[config.mk]
export PLATFORM = sky130hd
export DESIGN_NAME = queue_range_allocator_core
export DESIGN_NICKNAME = d
export VERILOG_FILES = /design/src/hw/rtl/qra_pkg.sv /design/src/hw/rtl/qra_ram.sv /design/src/hw/rtl/qra_front.sv /design/src/hw/rtl/qra_fifo.sv /design/src/hw/rtl/qra_back.sv /design/src/hw/rtl/queue_range_allocator_core.sv
export VERILOG_INCLUDE_DIRS = /design/src /design/src/hw/rtl
export SDC_FILE = /design/constraint.sdc
export NUM_CORES = 1
export LEC_CHECK = 0
export BUFFER_PORTS_ARGS = -buffer_cell sky130_fd_sc_hd__buf_4
export CORE_MARGIN = 2
export CORE_UTILIZATION = 55
export CTS_CLUSTER_SIZE = 20
export DETAILED_ROUTE_END_ITERATION = 10
export GPL_ROUTABILITY_DRIVEN = 0
export PLACE_DENSITY = 0.8
export RECOVER_POWER = 50
export SYNTH_ARGS = -nofsm -noshare
export SYNTH_HDL_FRONTEND = slang
export SYNTH_SLANG_ARGS = --single-unit
[constraint.sdc]
create_clock -name clk -period 28.7 [get_ports clk]
set_clock_uncertainty 0.1 [all_clocks]
set_input_delay 2.87 -clock clk [delete_from_list [all_inputs] [get_ports clk]]
set_output_delay 2.87 -clock clk [all_outputs]
set_load 0.01 [all_outputs]
[src/hw/rtl/queue_range_allocator_core_macros.svh]
// ----------------------------------------------------------------------------
// Queue range allocator assertion macros
// Shorthand for the concurrent checks used by the allocator core.
// ----------------------------------------------------------------------------
`ifndef QUEUE_RANGE_ALLOCATOR_CORE_MACROS_SVH
`define QUEUE_RANGE_ALLOCATOR_CORE_MACROS_SVH

// Consequent must hold in the same cycle as the antecedent.
`define QRA_ASSERT_NOW(lbl, ante, cons) \
  lbl: assert property (@(posedge clk) disable iff (!rst_n) (ante) |-> (cons)) \
    else $error("queue range allocator: same-cycle check failed");

// Consequent must hold in the cycle after the antecedent.
`define QRA_ASSERT_NEXT(lbl, ante, cons) \
  lbl: assert property (@(posedge clk) disable iff (!rst_n) (ante) |=> (cons)) \
    else $error("queue range allocator: next-cycle check failed");

`endif

[src/hw/rtl/qra_pkg.sv]
// ----------------------------------------------------------------------------
// Queue range allocator package
// Shared constants, codes and word types of the queue range allocator.
// ----------------------------------------------------------------------------
package qra_pkg;

  // Number of queues in each direction's map.
  localparam int NUM_QUEUES = 256;

  // The maps are stored as rows of ROW_W queues.
  localparam int ROW_W     = 8;
  localparam int ROW_SH    = 3;
  localparam int NUM_ROWS  = (NUM_QUEUES + ROW_W - 1) / ROW_W;
  localparam int ROW_AW    = (NUM_ROWS > 1) ? $clog2(NUM_ROWS) : 1;
  localparam int RAM_DEPTH = 2 * (2 ** ROW_AW);
  // Map memory address: direction bit above the row number.
  localparam int RAM_AW    = ROW_AW + 1;

  // Width that holds a queue count up to NUM_QUEUES.
  localparam int QCW   = $clog2(NUM_QUEUES + 1);
  // Width of a queue position while walking rows (may pass the table end).
  localparam int POS_W = QCW + 1;
  // Width of base + count.
  localparam int SUM_W = (QCW > 10) ? QCW : 10;

  // Command queue between front and back.
  localparam int CQ_DEPTH = 2;
  localparam int CQ_AW    = (CQ_DEPTH > 2) ? $clog2(CQ_DEPTH) : 1;
  localparam int CQ_CW    = $clog2(CQ_DEPTH + 1);

  // Register byte addresses.
  localparam logic [1:0] ADDR_SEARCH_LIMIT = 2'd0;
  localparam logic [8:0] SEARCH_LIMIT_RST  = 9'd256;

  typedef enum logic [2:0] {
    MODE_ASSIGN  = 3'd0,
    MODE_RELEASE = 3'd1,
    MODE_CHECK   = 3'd2,
    MODE_FIND    = 3'd3,
    MODE_CLEAR   = 3'd4
  } mode_e;

  typedef enum logic [1:0] {
    ST_OK    = 2'd0,
    ST_FALSE = 2'd1,
    ST_PAST  = 2'd2
  } status_e;

  typedef enum logic [2:0] {
    OP_REPORT = 3'd0,
    OP_MARK   = 3'd1,
    OP_CHECK  = 3'd2,
    OP_FIND   = 3'd3,
    OP_CLEAR  = 3'd4
  } op_e;

  typedef enum logic {
    S_IDLE = 1'b0,
    S_WALK = 1'b1
  } state_e;

  typedef struct packed {
    logic [2:0] mode;
    logic       queue_dir;
    logic [7:0] base;
    logic [8:0] count;
  } qra_in_t;

  typedef struct packed {
    logic [1:0] status;
    logic [7:0] found_base;
  } qra_out_t;

  // Classified command handed from the front to the back.
  typedef struct packed {
    op_e               op;
    logic              dir;
    logic              set_bit;
    logic [QCW-1:0]    lo;
    logic [QCW-1:0]    hi;
    logic [QCW-1:0]    count;
    logic [QCW-1:0]    limit;
    logic [ROW_AW-1:0] first_row;
    logic [ROW_AW-1:0] last_row;
    status_e           status;
  } qra_cmd_t;

  typedef struct packed {
    logic full;
    logic empty;
  } qra_fifo_stat_t;

endpackage

[src/hw/rtl/qra_ram.sv]
// ----------------------------------------------------------------------------
// Generic RAM
// One write port and one read port with registered read data.
// ----------------------------------------------------------------------------
module qra_ram #(
  parameter int WIDTH = 8,
  parameter int DEPTH = 64
) (
  input  logic                     clk,
  input  logic                     wr_en,
  input  logic [$clog2(DEPTH)-1:0] wr_addr,
  input  logic [WIDTH-1:0]         wr_data,
  input  logic                     rd_en,
  input  logic [$clog2(DEPTH)-1:0] rd_addr,
  output logic [WIDTH-1:0]         rd_data
);

  logic [WIDTH-1:0] mem_r [DEPTH];
  logic [WIDTH-1:0] rd_data_r;

  always_ff @(posedge clk) begin
    if (wr_en) begin
      mem_r[wr_addr] <= wr_data;
    end
    if (rd_en) begin
      rd_data_r <= mem_r[rd_addr];
    end
  end

  assign rd_data = rd_data_r;

endmodule

[src/hw/rtl/qra_front.sv]
// ----------------------------------------------------------------------------
// Queue range allocator front end
// Accepts request words, screens out trivial and invalid ranges, and turns
// the rest into row-walk commands for the back end.
// ----------------------------------------------------------------------------
module qra_front (
  input  logic                    start,
  input  qra_pkg::qra_in_t        in_word,
  input  logic [8:0]              search_limit,
  input  qra_pkg::qra_fifo_stat_t fifo_stat,
  output logic                    busy,
  output logic                    push,
  output qra_pkg::qra_cmd_t       cmd
);

  logic [qra_pkg::SUM_W-1:0] sum;
  logic                      past;
  logic                      count_zero;
  logic                      too_big;
  logic [qra_pkg::QCW-1:0]   lim;
  logic [qra_pkg::QCW-1:0]   hi_m1;
  logic [qra_pkg::QCW-1:0]   lim_m1;

  assign busy = fifo_stat.full;
  assign push = start && !fifo_stat.full;

  always_comb begin
    sum  = qra_pkg::SUM_W'(in_word.base) + qra_pkg::SUM_W'(in_word.count);
    past = sum > qra_pkg::SUM_W'(qra_pkg::NUM_QUEUES);
    // A limit above the table size means the whole table.
    lim  = (qra_pkg::SUM_W'(search_limit) > qra_pkg::SUM_W'(qra_pkg::NUM_QUEUES)) ?
           qra_pkg::QCW'(qra_pkg::NUM_QUEUES) : qra_pkg::QCW'(search_limit);
    count_zero = (in_word.count == 9'd0);
    too_big    = qra_pkg::SUM_W'(in_word.count) > qra_pkg::SUM_W'(lim);
    hi_m1      = qra_pkg::QCW'(sum) - 1'b1;
    lim_m1     = lim - 1'b1;

    cmd.op        = qra_pkg::OP_REPORT;
    cmd.dir       = in_word.queue_dir;
    cmd.set_bit   = (in_word.mode == qra_pkg::MODE_ASSIGN);
    cmd.lo        = qra_pkg::QCW'(in_word.base);
    cmd.hi        = qra_pkg::QCW'(sum);
    cmd.count     = qra_pkg::QCW'(in_word.count);
    cmd.limit     = lim;
    cmd.first_row = qra_pkg::ROW_AW'(cmd.lo >> qra_pkg::ROW_SH);
    cmd.last_row  = qra_pkg::ROW_AW'(hi_m1 >> qra_pkg::ROW_SH);
    cmd.status    = qra_pkg::ST_OK;

    unique case (in_word.mode)
      qra_pkg::MODE_ASSIGN, qra_pkg::MODE_RELEASE: begin
        if (past) begin
          cmd.status = qra_pkg::ST_PAST;
        end else if (!count_zero) begin
          cmd.op = qra_pkg::OP_MARK;
        end
      end
      qra_pkg::MODE_CHECK: begin
        if (past) begin
          cmd.status = qra_pkg::ST_PAST;
        end else if (!count_zero) begin
          cmd.op = qra_pkg::OP_CHECK;
        end
      end
      qra_pkg::MODE_FIND: begin
        // An empty find succeeds at queue zero whatever the limit.
        if (!count_zero) begin
          if (too_big) begin
            cmd.status = qra_pkg::ST_FALSE;
          end else begin
            cmd.op        = qra_pkg::OP_FIND;
            cmd.first_row = '0;
            cmd.last_row  = qra_pkg::ROW_AW'(lim_m1 >> qra_pkg::ROW_SH);
          end
        end
      end
      qra_pkg::MODE_CLEAR: begin
        cmd.op = qra_pkg::OP_CLEAR;
      end
      default: begin
        cmd.status = qra_pkg::ST_FALSE;
      end
    endcase
  end

endmodule

[src/hw/rtl/qra_fifo.sv]
// ----------------------------------------------------------------------------
// Queue range allocator command queue
// Short queue of classified commands between the front and back ends.
// ----------------------------------------------------------------------------
module qra_fifo (
  input  logic                    clk,
  input  logic                    rst_n,
  input  logic                    push,
  input  qra_pkg::qra_cmd_t       cmd_in,
  input  logic                    pop,
  output qra_pkg::qra_cmd_t       cmd_out,
  output qra_pkg::qra_fifo_stat_t fifo_stat
);

  qra_pkg::qra_cmd_t           mem_r [qra_pkg::CQ_DEPTH];
  logic [qra_pkg::CQ_AW-1:0]   wr_ptr_r, wr_ptr_nxt;
  logic [qra_pkg::CQ_AW-1:0]   rd_ptr_r, rd_ptr_nxt;
  logic [qra_pkg::CQ_CW-1:0]   cnt_r, cnt_nxt;
  logic                        do_push;
  logic                        do_pop;

  assign fifo_stat.full  = (cnt_r == qra_pkg::CQ_CW'(qra_pkg::CQ_DEPTH));
  assign fifo_stat.empty = (cnt_r == '0);
  assign do_push         = push && !fifo_stat.full;
  assign do_pop          = pop && !fifo_stat.empty;
  assign cmd_out         = mem_r[rd_ptr_r];

  always_comb begin
    wr_ptr_nxt = wr_ptr_r;
    rd_ptr_nxt = rd_ptr_r;
    if (do_push) begin
      wr_ptr_nxt = (wr_ptr_r == qra_pkg::CQ_AW'(qra_pkg::CQ_DEPTH - 1)) ? '0 : wr_ptr_r + 1'b1;
    end
    if (do_pop) begin
      rd_ptr_nxt = (rd_ptr_r == qra_pkg::CQ_AW'(qra_pkg::CQ_DEPTH - 1)) ? '0 : rd_ptr_r + 1'b1;
    end
    cnt_nxt = cnt_r + qra_pkg::CQ_CW'(do_push) - qra_pkg::CQ_CW'(do_pop);
  end

  always_ff @(posedge clk) begin
    if (!rst_n) begin
      wr_ptr_r <= '0;
      rd_ptr_r <= '0;
      cnt_r    <= '0;
    end else begin
      wr_ptr_r <= wr_ptr_nxt;
      rd_ptr_r <= rd_ptr_nxt;
      cnt_r    <= cnt_nxt;
    end
  end

  always_ff @(posedge clk) begin
    if (do_push) begin
      mem_r[wr_ptr_r] <= cmd_in;
    end
  end

endmodule

[src/hw/rtl/qra_back.sv]
// ----------------------------------------------------------------------------
// Queue range allocator back end
// Walks the in-use map one row per cycle to mark, check or search a range,
// and drives the result word.
// ----------------------------------------------------------------------------
module qra_back (
  input  logic                    clk,
  input  logic                    rst_n,
  input  qra_pkg::qra_fifo_stat_t fifo_stat,
  input  qra_pkg::qra_cmd_t       cmd_in,
  output logic                    pop,
  output logic                    out_valid,
  output qra_pkg::qra_out_t       out_word
);

  qra_pkg::state_e               state_r, state_nxt;
  qra_pkg::qra_cmd_t             cmd_r, cmd_nxt;
  logic [qra_pkg::ROW_AW-1:0]    row_r, row_nxt;
  logic                          all_r, all_nxt;
  logic [qra_pkg::QCW-1:0]       run_r, run_nxt;
  logic                          rd_vld_r;
  logic [qra_pkg::RAM_DEPTH-1:0] vld_r, vld_nxt;
  logic                          out_valid_r, out_valid_nxt;
  qra_pkg::qra_out_t             out_word_r, out_word_nxt;

  logic                          rd_en;
  logic [qra_pkg::RAM_AW-1:0]    rd_addr;
  logic                          wr_en;
  logic [qra_pkg::RAM_AW-1:0]    wr_addr;
  logic [qra_pkg::ROW_W-1:0]     wr_data;
  logic [qra_pkg::ROW_W-1:0]     rd_data;
  logic [qra_pkg::ROW_W-1:0]     row_bits;
  logic [qra_pkg::ROW_W-1:0]     mask;
  logic                          row_last;
  logic                          all_row;
  logic                          hit;
  logic [qra_pkg::POS_W-1:0]     hit_base;
  logic [qra_pkg::QCW-1:0]       run_end;

  qra_ram #(
    .WIDTH (qra_pkg::ROW_W),
    .DEPTH (qra_pkg::RAM_DEPTH)
  ) u_ram (
    .clk     (clk),
    .wr_en   (wr_en),
    .wr_addr (wr_addr),
    .wr_data (wr_data),
    .rd_en   (rd_en),
    .rd_addr (rd_addr),
    .rd_data (rd_data)
  );

  assign row_last = (row_r == cmd_r.last_row);

  // Evaluate the row that just came back from the map.
  always_comb begin : row_eval
    logic [qra_pkg::POS_W-1:0] q0;
    logic [qra_pkg::POS_W-1:0] qj;
    logic [qra_pkg::QCW-1:0]   run;
    q0       = qra_pkg::POS_W'({row_r, {qra_pkg::ROW_SH{1'b0}}});
    row_bits = rd_vld_r ? rd_data : '0;
    run      = run_r;
    hit      = 1'b0;
    hit_base = '0;
    for (int j = 0; j < qra_pkg::ROW_W; j++) begin
      qj      = q0 + qra_pkg::POS_W'(j);
      mask[j] = (qj >= qra_pkg::POS_W'(cmd_r.lo)) && (qj < qra_pkg::POS_W'(cmd_r.hi));
      if (!hit) begin
        // Queues at or above the limit count as taken.
        if (row_bits[j] || (qj >= qra_pkg::POS_W'(cmd_r.limit))) begin
          run = '0;
        end else begin
          run = run + 1'b1;
        end
        if (run == cmd_r.count) begin
          hit      = 1'b1;
          hit_base = qj + 1'b1 - qra_pkg::POS_W'(cmd_r.count);
        end
      end
    end
    run_end = run;
    all_row = ((~row_bits & mask) == '0);
  end

  always_comb begin
    state_nxt     = state_r;
    cmd_nxt       = cmd_r;
    row_nxt       = row_r;
    all_nxt       = all_r;
    run_nxt       = run_r;
    vld_nxt       = vld_r;
    out_valid_nxt = 1'b0;
    out_word_nxt  = out_word_r;
    pop           = 1'b0;
    rd_en         = 1'b0;
    rd_addr       = {cmd_r.dir, row_r};
    wr_en         = 1'b0;
    wr_addr       = {cmd_r.dir, row_r};
    wr_data       = cmd_r.set_bit ? (row_bits | mask) : (row_bits & ~mask);

    unique case (state_r)
      qra_pkg::S_IDLE: begin
        if (!fifo_stat.empty) begin
          pop     = 1'b1;
          cmd_nxt = cmd_in;
          unique case (cmd_in.op)
            qra_pkg::OP_MARK, qra_pkg::OP_CHECK, qra_pkg::OP_FIND: begin
              rd_en     = 1'b1;
              rd_addr   = {cmd_in.dir, cmd_in.first_row};
              row_nxt   = cmd_in.first_row;
              run_nxt   = '0;
              all_nxt   = 1'b1;
              state_nxt = qra_pkg::S_WALK;
            end
            qra_pkg::OP_CLEAR: begin
              vld_nxt                 = '0;
              out_valid_nxt           = 1'b1;
              out_word_nxt.status     = qra_pkg::ST_OK;
              out_word_nxt.found_base = '0;
            end
            default: begin
              out_valid_nxt           = 1'b1;
              out_word_nxt.status     = cmd_in.status;
              out_word_nxt.found_base = '0;
            end
          endcase
        end
      end
      qra_pkg::S_WALK: begin
        if (cmd_r.op == qra_pkg::OP_MARK) begin
          wr_en            = 1'b1;
          vld_nxt[wr_addr] = 1'b1;
        end
        all_nxt = all_r && all_row;
        run_nxt = run_end;
        if (row_last || ((cmd_r.op == qra_pkg::OP_FIND) && hit)) begin
          state_nxt               = qra_pkg::S_IDLE;
          out_valid_nxt           = 1'b1;
          out_word_nxt.found_base = '0;
          unique case (cmd_r.op)
            qra_pkg::OP_MARK: begin
              out_word_nxt.status = qra_pkg::ST_OK;
            end
            qra_pkg::OP_CHECK: begin
              out_word_nxt.status = (all_r && all_row) ? qra_pkg::ST_OK : qra_pkg::ST_FALSE;
            end
            qra_pkg::OP_FIND: begin
              if (hit) begin
                out_word_nxt.status     = qra_pkg::ST_OK;
                out_word_nxt.found_base = 8'(hit_base);
              end else begin
                out_word_nxt.status = qra_pkg::ST_FALSE;
              end
            end
            default: begin
              out_word_nxt.status = qra_pkg::ST_FALSE;
            end
          endcase
        end else begin
          // Fetch the next row while a mark writes this one back.
          rd_en   = 1'b1;
          rd_addr = {cmd_r.dir, row_r + 1'b1};
          row_nxt = row_r + 1'b1;
        end
      end
      default: begin
        state_nxt = qra_pkg::S_IDLE;
      end
    endcase
  end

  always_ff @(posedge clk) begin
    if (!rst_n) begin
      state_r     <= qra_pkg::S_IDLE;
      out_valid_r <= 1'b0;
      vld_r       <= '0;
    end else begin
      state_r     <= state_nxt;
      out_valid_r <= out_valid_nxt;
      vld_r       <= vld_nxt;
    end
  end

  always_ff @(posedge clk) begin
    cmd_r      <= cmd_nxt;
    row_r      <= row_nxt;
    all_r      <= all_nxt;
    run_r      <= run_nxt;
    out_word_r <= out_word_nxt;
    if (rd_en) begin
      rd_vld_r <= vld_r[rd_addr];
    end
  end

  assign out_valid = out_valid_r;
  assign out_word  = out_word_r;

endmodule

[src/hw/rtl/queue_range_allocator_core.sv]
// ----------------------------------------------------------------------------
// Queue range allocator core
// First-fit contiguous range allocator over a transmit and a receive queue
// in-use map. A request word is taken when start is high and busy is low.
// Every request produces exactly one result word, shown on out_word for a
// single cycle with out_valid high; the receiver cannot stall it, so it must
// capture the word in that cycle. Results come back in request order. Clear,
// out-of-range, empty, oversized-find and unused-mode requests are answered
// without a map walk once the back end takes them from the queue. Assign,
// release and check walk the map one row of eight queues per cycle over the
// rows the range touches, and find walks from queue zero up to the row holding
// the last queue below the search limit, stopping at the first fit. That row
// walk through the single map memory sets the rate. Up to two further
// requests queue up behind the one being worked on; busy rises while that
// queue is full.
// search_limit may only be written while no request is in flight.
// ----------------------------------------------------------------------------
`include "queue_range_allocator_core_macros.svh"

module queue_range_allocator_core (
  input  logic              clk,
  input  logic              rst_n,
  // Request channel.
  input  logic              start,
  output logic              busy,
  input  qra_pkg::qra_in_t  in_word,
  // Result channel.
  output logic              out_valid,
  output qra_pkg::qra_out_t out_word,
  // Register port.
  input  logic              psel,
  input  logic              penable,
  input  logic              pwrite,
  input  logic [1:0]        paddr,
  input  logic [31:0]       pwdata,
  output logic [31:0]       prdata,
  output logic              pready
);

  // The only register, the search limit, lives at byte address zero.
  logic [8:0]              search_limit_r, search_limit_nxt;
  logic                    reg_wr;

  logic                    push;
  logic                    pop;
  qra_pkg::qra_cmd_t       front_cmd;
  qra_pkg::qra_cmd_t       queue_cmd;
  qra_pkg::qra_fifo_stat_t fifo_stat;

  // Requests taken but not yet answered; used by the checks below.
  logic [2:0]              pend_r, pend_nxt;

  assign pready = 1'b1;
  assign reg_wr = psel && penable && pwrite && pready;

  always_comb begin
    search_limit_nxt = search_limit_r;
    if (reg_wr && (paddr == qra_pkg::ADDR_SEARCH_LIMIT)) begin
      search_limit_nxt = pwdata[8:0];
    end
    prdata = (paddr == qra_pkg::ADDR_SEARCH_LIMIT) ? {23'd0, search_limit_r} : 32'd0;
  end

  // The front end screens requests; the back end walks the maps.
  qra_front u_front (
    .start        (start),
    .in_word      (in_word),
    .search_limit (search_limit_r),
    .fifo_stat    (fifo_stat),
    .busy         (busy),
    .push         (push),
    .cmd          (front_cmd)
  );

  qra_fifo u_fifo (
    .clk       (clk),
    .rst_n     (rst_n),
    .push      (push),
    .cmd_in    (front_cmd),
    .pop       (pop),
    .cmd_out   (queue_cmd),
    .fifo_stat (fifo_stat)
  );

  qra_back u_back (
    .clk       (clk),
    .rst_n     (rst_n),
    .fifo_stat (fifo_stat),
    .cmd_in    (queue_cmd),
    .pop       (pop),
    .out_valid (out_valid),
    .out_word  (out_word)
  );

  always_comb begin
    pend_nxt = pend_r + 3'(push) - 3'(out_valid);
  end

  always_ff @(posedge clk) begin
    if (!rst_n) begin
      search_limit_r <= qra_pkg::SEARCH_LIMIT_RST;
      pend_r         <= '0;
    end else begin
      search_limit_r <= search_limit_nxt;
      pend_r         <= pend_nxt;
    end
  end

  // A taken request is in the command queue on the next cycle.
  `QRA_ASSERT_NEXT(a_push_lands, start && !busy, !fifo_stat.empty)
  // A result word always answers an outstanding request.
  `QRA_ASSERT_NOW(a_no_orphan_result, out_valid, pend_r != 3'd0)
  // Only a successful find carries a nonzero base.
  `QRA_ASSERT_NOW(a_base_zero_on_fail, out_valid && (out_word.status != qra_pkg::ST_OK),
                  out_word.found_base == 8'd0)

endmodule
### Yosys cells after proc, flatten, opt, wreduce, memory -nomap -nowiden

Memory sizes are Yosys's and may differ from the RTL's. A register that Yosys moved wholly into a read port is not among the register bits.
Cells that the tools add are included.

* flip-flop bits (word level): 151
* latch bits: 0
* RAM bits: 616
* ROM bits: 0
* output and inout port bits: 45
* logic and storage cells: 288
* memories: 2

Memory list
* u_back.u_ram.mem_r: depth 64, width 8, rd ports 1, clocked after Yosys merged registers in 1, wr ports 1, line qra_ram.sv:18 `logic [WIDTH-1:0] mem_r [DEPTH];`
* u_fifo.mem_r: depth 2, width 52, rd ports 1, clocked after Yosys merged registers in 1, wr ports 1, line qra_fifo.sv:15 `qra_pkg::qra_cmd_t mem_r [qra_pkg::CQ_DEPTH];`

* $add $sub $neg: 38
* $mul: 0
* divide/modulo/power cells: 0
* $lt $le $gt $ge: 30
* equality and inequality tests: 28
* shift operators: 0
* mux-type cells: 120
* bitwise logic cells: 8
* reductions and logical operators: 41

Operators by type and width (number)
* two-way mux 9 bit: 26
* two-way mux 64 bit: 3
* two-way mux 8 bit: 19
* case mux 64 bit (2 select lines): 1
* greater-or-equal comparator 9 bit: 14
* adder 9 x 1 -> 9 bit (second input constant): 8
* == test 9 bit: 8
* OR 64 bit: 1
* subtractor 8 bit: 8
* < comparator 9 bit: 7
* adder 8 x 1 -> 8 bit (second input constant): 7
* two-way mux 1 bit: 42
* two-way mux 10 bit: 4
* case mux 10 bit (2 select lines): 2
* adder 8 x 3 -> 9 bit (second input constant): 4
* two-way mux 5 bit: 4
* adder 8 x 2 -> 9 bit (second input constant): 2
* == test 3 x 2 -> 1 bit (second input constant): 6
* greater-or-equal comparator 8 x 9 -> 1 bit: 2
* case mux 9 bit (2 select lines): 1
* logical AND 1 bit: 17
* AND 8 bit: 2
* NOT 8 bit: 2
* subtractor 8 x 1 -> 8 bit (second input constant): 2
* other kinds (40): 73

### Logic depth before layout (Yosys ltp)

* word-level depth: 39
* mapped depth: 67
* depth with buffers taken out: 56

### Modules after synthesis

A second synthesis with hierarchy kept.

* cells, all modules: 3180
* area, all modules: 40567.7 µm²

Modules (own cells, without submodules)
* qra_ram: instances 1, cells an instance 940, area an instance 20246.9 µm²
* qra_back: instances 1, cells an instance 1793, area an instance 14088.5 µm²
* qra_fifo: instances 1, cells an instance 192, area an instance 4312.9 µm²
* qra_front: instances 1, cells an instance 178, area an instance 1287.5 µm²
* queue_range_allocator_core: instances 1, cells an instance 77, area an instance 631.9 µm²

### Worst setup path before layout

No wires, ideal clock.

* kind: flip-flop to flip-flop
* from: register u_back.row_r[0] (netlist name)
* to: register u_back.u_ram.rd_data_r[6], in the netlist u_back.u_ram.rd_data[6], read port of u_back.u_ram.mem_r (data pin)
* arrival: 13.394 ns
* data required time: 28.324 ns
* path slack: 14.930 ns
* cell stages (with the launch flop): 66
* path buffers: 12
* period minus slack after synthesis: 13.770 ns
* cell sequence: edfxtp_1 > clkbuf_1 > inv_1 > clkbuf_1 > ha_1 > nand3b_1 > o31a_1 > nand2_1 > nor2_1 > ha_1 > clkbuf_1 > nand4b_1 > o21ai_1 > o21ai_0 > or4_1 > a21o_1 > nand4_1 > o21a_1 > [30 not listed] > inv_1 > a31oi_2 > nand3_1 > or4_4 > nand3_2 > nand4b_4 > o21a_1 > o311ai_2 > buf_4 > buf_4 > buf_6 > buf_4 > mux2i_1 > nand3_1 > o211ai_1 > o22ai_1 > nor3_1 > mux2i_1

* word-level cells in the longest chain between the ends: 37
* elaborated cells on any way between the ends: 84
* classes of those cells: add/sub: 15; order compare: 8; eq/ne: 9; mux: 42; reduce/logical: 10

Ends and longest elaborated chain
* from (decl): line qra_back.sv:18 `logic [qra_pkg::ROW_AW-1:0] row_r, row_nxt;`
* from (signal assigned): line qra_back.sv:186 `row_r <= row_nxt;`
* greater-or-equal comparator 8 x 9 -> 1 bit: line qra_back.sv:70 `if (row_bits[j] || (qj >= qra_pkg::POS_W'(cmd_r.limit))) begin`
* logical OR 1 bit: line qra_back.sv:70
* two-way mux 9 bit: line qra_back.sv:70
* adder 9 x 1 -> 9 bit: line qra_back.sv:73 `run = run + 1'b1;`
* two-way mux 9 bit: line qra_back.sv:70
* two-way mux 9 bit (2 in a row): line qra_back.sv:68 `if (!hit) begin`
* adder 9 x 1 -> 9 bit: line qra_back.sv:73
* two-way mux 9 bit: line qra_back.sv:70
* [20 not listed]
* two-way mux 9 bit: line qra_back.sv:68
* == test 9 bit: line qra_back.sv:75 `if (run == cmd_r.count) begin`
* two-way mux 1 bit: line qra_back.sv:75
* two-way mux 1 bit: line qra_back.sv:68
* logical AND 1 bit: line qra_back.sv:136 `if (row_last || ((cmd_r.op == qra_pkg::OP_FIND) && hit)) begin`
* logical OR 1 bit: line qra_back.sv:136
* two-way mux 5 bit or two-way mux 1 bit (tied branches): line qra_back.sv:136
* case mux 6 bit (2 select lines) or case mux 1 bit (2 select lines) (tied branches): line qra_back.sv:101 `unique case (state_r)`
* to (decl): line qra_ram.sv:19 `logic [WIDTH-1:0] rd_data_r;`

Parallel ways exist; a longest one is shown, timed or not. The select of a mux whose other input is x is not followed.
A chain may end at the register's enable or synchronous reset.

### Worst setup path after layout

* from: register u_back.row_r[3] (netlist name)
* to: register u_back.u_ram.rd_data_r[6], in the netlist u_back.u_ram.rd_data[6], read port of u_back.u_ram.mem_r (data pin)

Same word-level chain as after synthesis.

==> impl_results.rst <==
.. list-table::
   :header-rows: 1

   * - Metric
     - Value
   * - Net count of the finished layout
     - 3,608
   * - Largest fanout of any net on the critical path
     - 71
   * - Most numerous cell in the Yosys netlist
     - edfxtp_1
   * - Number of clock sinks seen by CTS
     - 775
   * - Area added between synthesis and finish
     - 8.95%
   * - Share of the clock period used by the worst path after layout
     - 67.7%
   * - Vias in the first global route
     - 27,700
   * - Die outline area
     - between 70,000 and 80,000 um^2
   * - Area of the multi-input gates
     - ~17,000 um^2
   * - Min-delay src
     - u_back.vld_r[0]
   * - Met2 Wirelength
     - between 40,000 and 50,000 um
   * - Synth Area in XOR/XNOR
     - 2.33%
   * - First-pass GRT wire length
     - 158,000 um
   * - Final Setup Violations
     - 0
   * - Pre-antenna DRT Iters
     - 10
   * - Max Fclk
     - 51.5 MHz
   * - Critical R2R Launch
     - u_back.row_r[3]
   * - Post-route DRC violation count
     - 3
   * - CTS tree
     - done
   * - Adder-cell area share of the yosys netlist
     - 2.22%
   * - Initial antenna violation count
     - 1
   * - Syn Area/Cell
     - 11.7 um^2
   * - Syn. warnings
     - 0
   * - Worst path max stage delay
     - approximately 0.95 ns
   * - Top cells by count, synth
     - edfxtp_1 (695), mux2i_1 (300), nor2_1 (292)
   * - Failing checks
     - design-rule violations, max-capacitance violations, max-slew violations
   * - Count of flip-flops with a built-in enable after synthesis
     - 695
   * - Launching element of the worst setup path
     - u_back.row_r[3]
   * - Cells after synthesis
     - roughly 3,500
   * - Final standard cell count with taps included and fillers excluded
     - about 4,500
   * - Share of Yosys cell area claimed by the top area cell type
     - 51.4%
   * - Endpoint kind of the worst setup timing path
     - register
   * - Dominant combinational cell family by area after synthesis
     - compound AO/OA/AOI/OAI gates
   * - Number of buffers on the longest clock path
     - 3
   * - Sequential cell area
     - between 20,000 and 25,000 um^2
   * - Die span in y
     - ~280 um
   * - Clock-pin slew reported for the worst setup and hold paths after clock tree synthesis
     - 0.06 ns
   * - Number of input and output port buffers inserted
     - 58
   * - Required time of the worst setup path
     - 28.96 ns
   * - Fraction of registers with async set or reset after synthesis
     - 0%
   * - Standard-cell row count
     - 99
   * - Number of filler instances in the final layout
     - 5,585
   * - GR Util All Layers
     - a little over a quarter
   * - End point of the most critical hold path
     - u_back.vld_r[0]
   * - Detailed-route wire length
     - ~100,000 um
   * - Register area share after synthesis
     - 55.3%
   * - Final min period
     - 19.42 ns
   * - Final instance area
     - 44,200 um^2
   * - Via count
     - 29,100
   * - Number of violations reported at the end of detailed-routing iteration 0
     - 3,617
   * - Post-synthesis cell type with the largest combined area
     - edfxtp_1
   * - Post-route setup TNS
     - 0 ns
   * - Slowest stage cell on the critical path
     - buf_4
   * - Most frequently used flop master after synthesis
     - edfxtp_1
   * - Hold-fix buffer count after cts
     - 0
   * - Detailed-placement wirelength estimate
     - roughly 66,000 um
   * - Final count of pins violating max slew
     - 314
   * - Routed WL per cell
     - 22.9 um
   * - Post-synthesis instance area
     - 40,600 um^2
   * - I/O pins
     - ~110
   * - Setup bufs post-CTS
     - 0
   * - GRT Residual Overflow
     - 0
   * - Maximum Capacitance Violations
     - 6
   * - Outcome
     - finished with violations
   * - Core area
     - 73,100 um^2
   * - Skew-Pair Late Insertion Delay
     - 0.64 ns
   * - Post-Place Cell Area
     - 41,700 um^2
   * - Most area-consuming cells after synthesis
     - edfxtp_1 (51%), mux2i_1 (7.4%), dfxtp_1 (3.9%)
   * - Slew HR
     - -119%
   * - Nature of the critical path startpoint
     - register
   * - Via density
     - 6.47
   * - Setup slack on the worst flop-to-flop path
     - roughly 9.3 ns
   * - Cell occurring most often along the worst timing path
     - ha_1
   * - Fraction of synthesized area in multiplexers
     - 9.69%
   * - Number of hold violations in the final report
     - 0
   * - Count of cells resized by post-cts repair
     - 0
   * - Unique masters post-synth
     - ~130
   * - Post-detailed-route count of antenna-violating nets
     - 0
   * - Slew at the pin closest to its max-slew limit
     - 3.29 ns
   * - Number of cells on the worst hold path
     - 2
   * - Worst reg-to-reg path cell count
     - 52
   * - Setup repair after global routing missed its margin
     - no
   * - Amount of wire on met3 after detailed routing
     - 9760 um
   * - Pin count of the biggest net entering global routing
     - 96
   * - Starting utilization of the core area
     - roughly 56%
   * - Critical path class
     - reg2reg
   * - Worst reg2reg path endpoint
     - u_back.u_ram.rd_data[6]
   * - Number of flip-flops and latches in the synthesized netlist
     - 775
   * - Arrival time at the worst endpoint
     - 19.67 ns
   * - Fraction of final layout cells with drive strength greater than 1
     - 10.2%
   * - Share of the synthesized area in compound gates (AO/OA/AOI/OAI)
     - 13.6%
   * - CTS Root Cell
     - clkbuf_16
   * - Uppermost signal routing layer after detailed routing
     - met5
   * - Wl on met1
     - 41,200 um
   * - Fraction of the mapped netlist area in simple logic gates
     - 13.4%
   * - # placed instances
     - about 4,400
   * - DIE WIDTH
     - 276 um
   * - Class of the tightest hold or removal check
     - reg2reg
   * - Antenna Cells
     - 0
   * - Number of levels in the clock H-tree
     - 3
   * - TritonCTS Buffers
     - 77
-- cell type report --
type / instances / area share, %
timing repair buffer: 106 / 1.57
clock buffer: 110 / 4.80
multi-input combinational: 2439 / 38.4
sequential: 775 / 50.8
tap: 959 / 2.71
clock inverter: 32 / 1.09
inverter: 79 / 0.670
-- kinds of logic after synthesis --
group                      count (synthesis)
and+or+nand+nor                         1062
other                                      2
adders and majority gates                 69
muxes                                    382
buffers and inverters                    284
xor gates and xnor gates                 101
AOI/OAI and AO/OA                        801
DFF                                      775
-- metrics by stage --
stage | setup WS, ns | hold WS, ns | utilization (%)
finish | 9.28 | 0.365 | 60.5
detailed placement | 9.79 | 0.351 | 57.1
global route | 8.38 | 0.390 | 60.5
floorplan | 14.93 | 0.331 | -
global placement | 10.11 | 0.342 | 57.1
CTS | 9.73 | 0.367 | 60.7
-- layout by cell type (no fill, tap or decap), drive strengths merged, types with 25 or more instances in the layout --
cell type,n
xor2,36
a22oi,65
nand4,34
clkbuf,137
nand2,195
a31oi,30
xnor2,61
or3,30
nor4,25
o211ai,57
o21ai,145
nor2b,28
edfxtp,695
a21oi,219
buf,79
dfxtp,80
inv,78
mux2i,300
and3,36
nand3,165
ha,64
o22ai,57
nand2b,63
mux2,82
and2,48
o21a,26
nor3,62
nor2,295
-- critical path, delay by kind of cell (launching register included) --
kind                     cells  cell delay [ns]
buffers and inverters        6             2.97
AND/OR/NAND/NOR             14             3.98
AO/OA/AOI/OAI               21             7.71
adder cells (fa/ha/maj)      5             1.77
XOR/XNOR                     2             0.53
flip-flops                   1             0.90
multiplexers                 4             0.98
-- worst max-delay path by stage --
stage / depth (start not counted) / slack [ns] / end
2_1_floorplan: 65 / 14.93 / u_back.u_ram.rd_data[6]
5_1_grt: 52 / 8.38 / u_back.u_ram.rd_data[6]
6_report: 52 / 9.28 / u_back.u_ram.rd_data[6]
3_5_place_dp: 52 / 9.79 / u_back.u_ram.rd_data[6]
3_3_place_gp: 52 / 10.11 / u_back.u_ram.rd_data[6]
4_1_cts: 52 / 9.73 / u_back.u_ram.rd_data[6]
-- flip-flops by register name, indices dropped and copies added, names as in the netlist, 2 cells and up, named ones only --
register,flops
search_limit_r,9
u_back.cmd_r,45
u_back.out_word,10
u_back.row_r,5
u_back.run_r,9
u_back.u_ram.mem_r,512
u_back.u_ram.rd_data,8
u_back.vld_r,64
u_fifo.cnt_r,2
u_fifo.mem_r,104
-- metal layers --
layer / vias to the layer above / track usage (%)
li1: 13200 / -
met5: - / 0
met2: 1485 / 42.2
met4: 2 / 11.2
met3: 302 / 5.12
met1: 14100 / 36.3
Power is left out: the tool's default activity adds up to more than one toggle a clock period on the data nets, which glitch-free logic cannot reach.
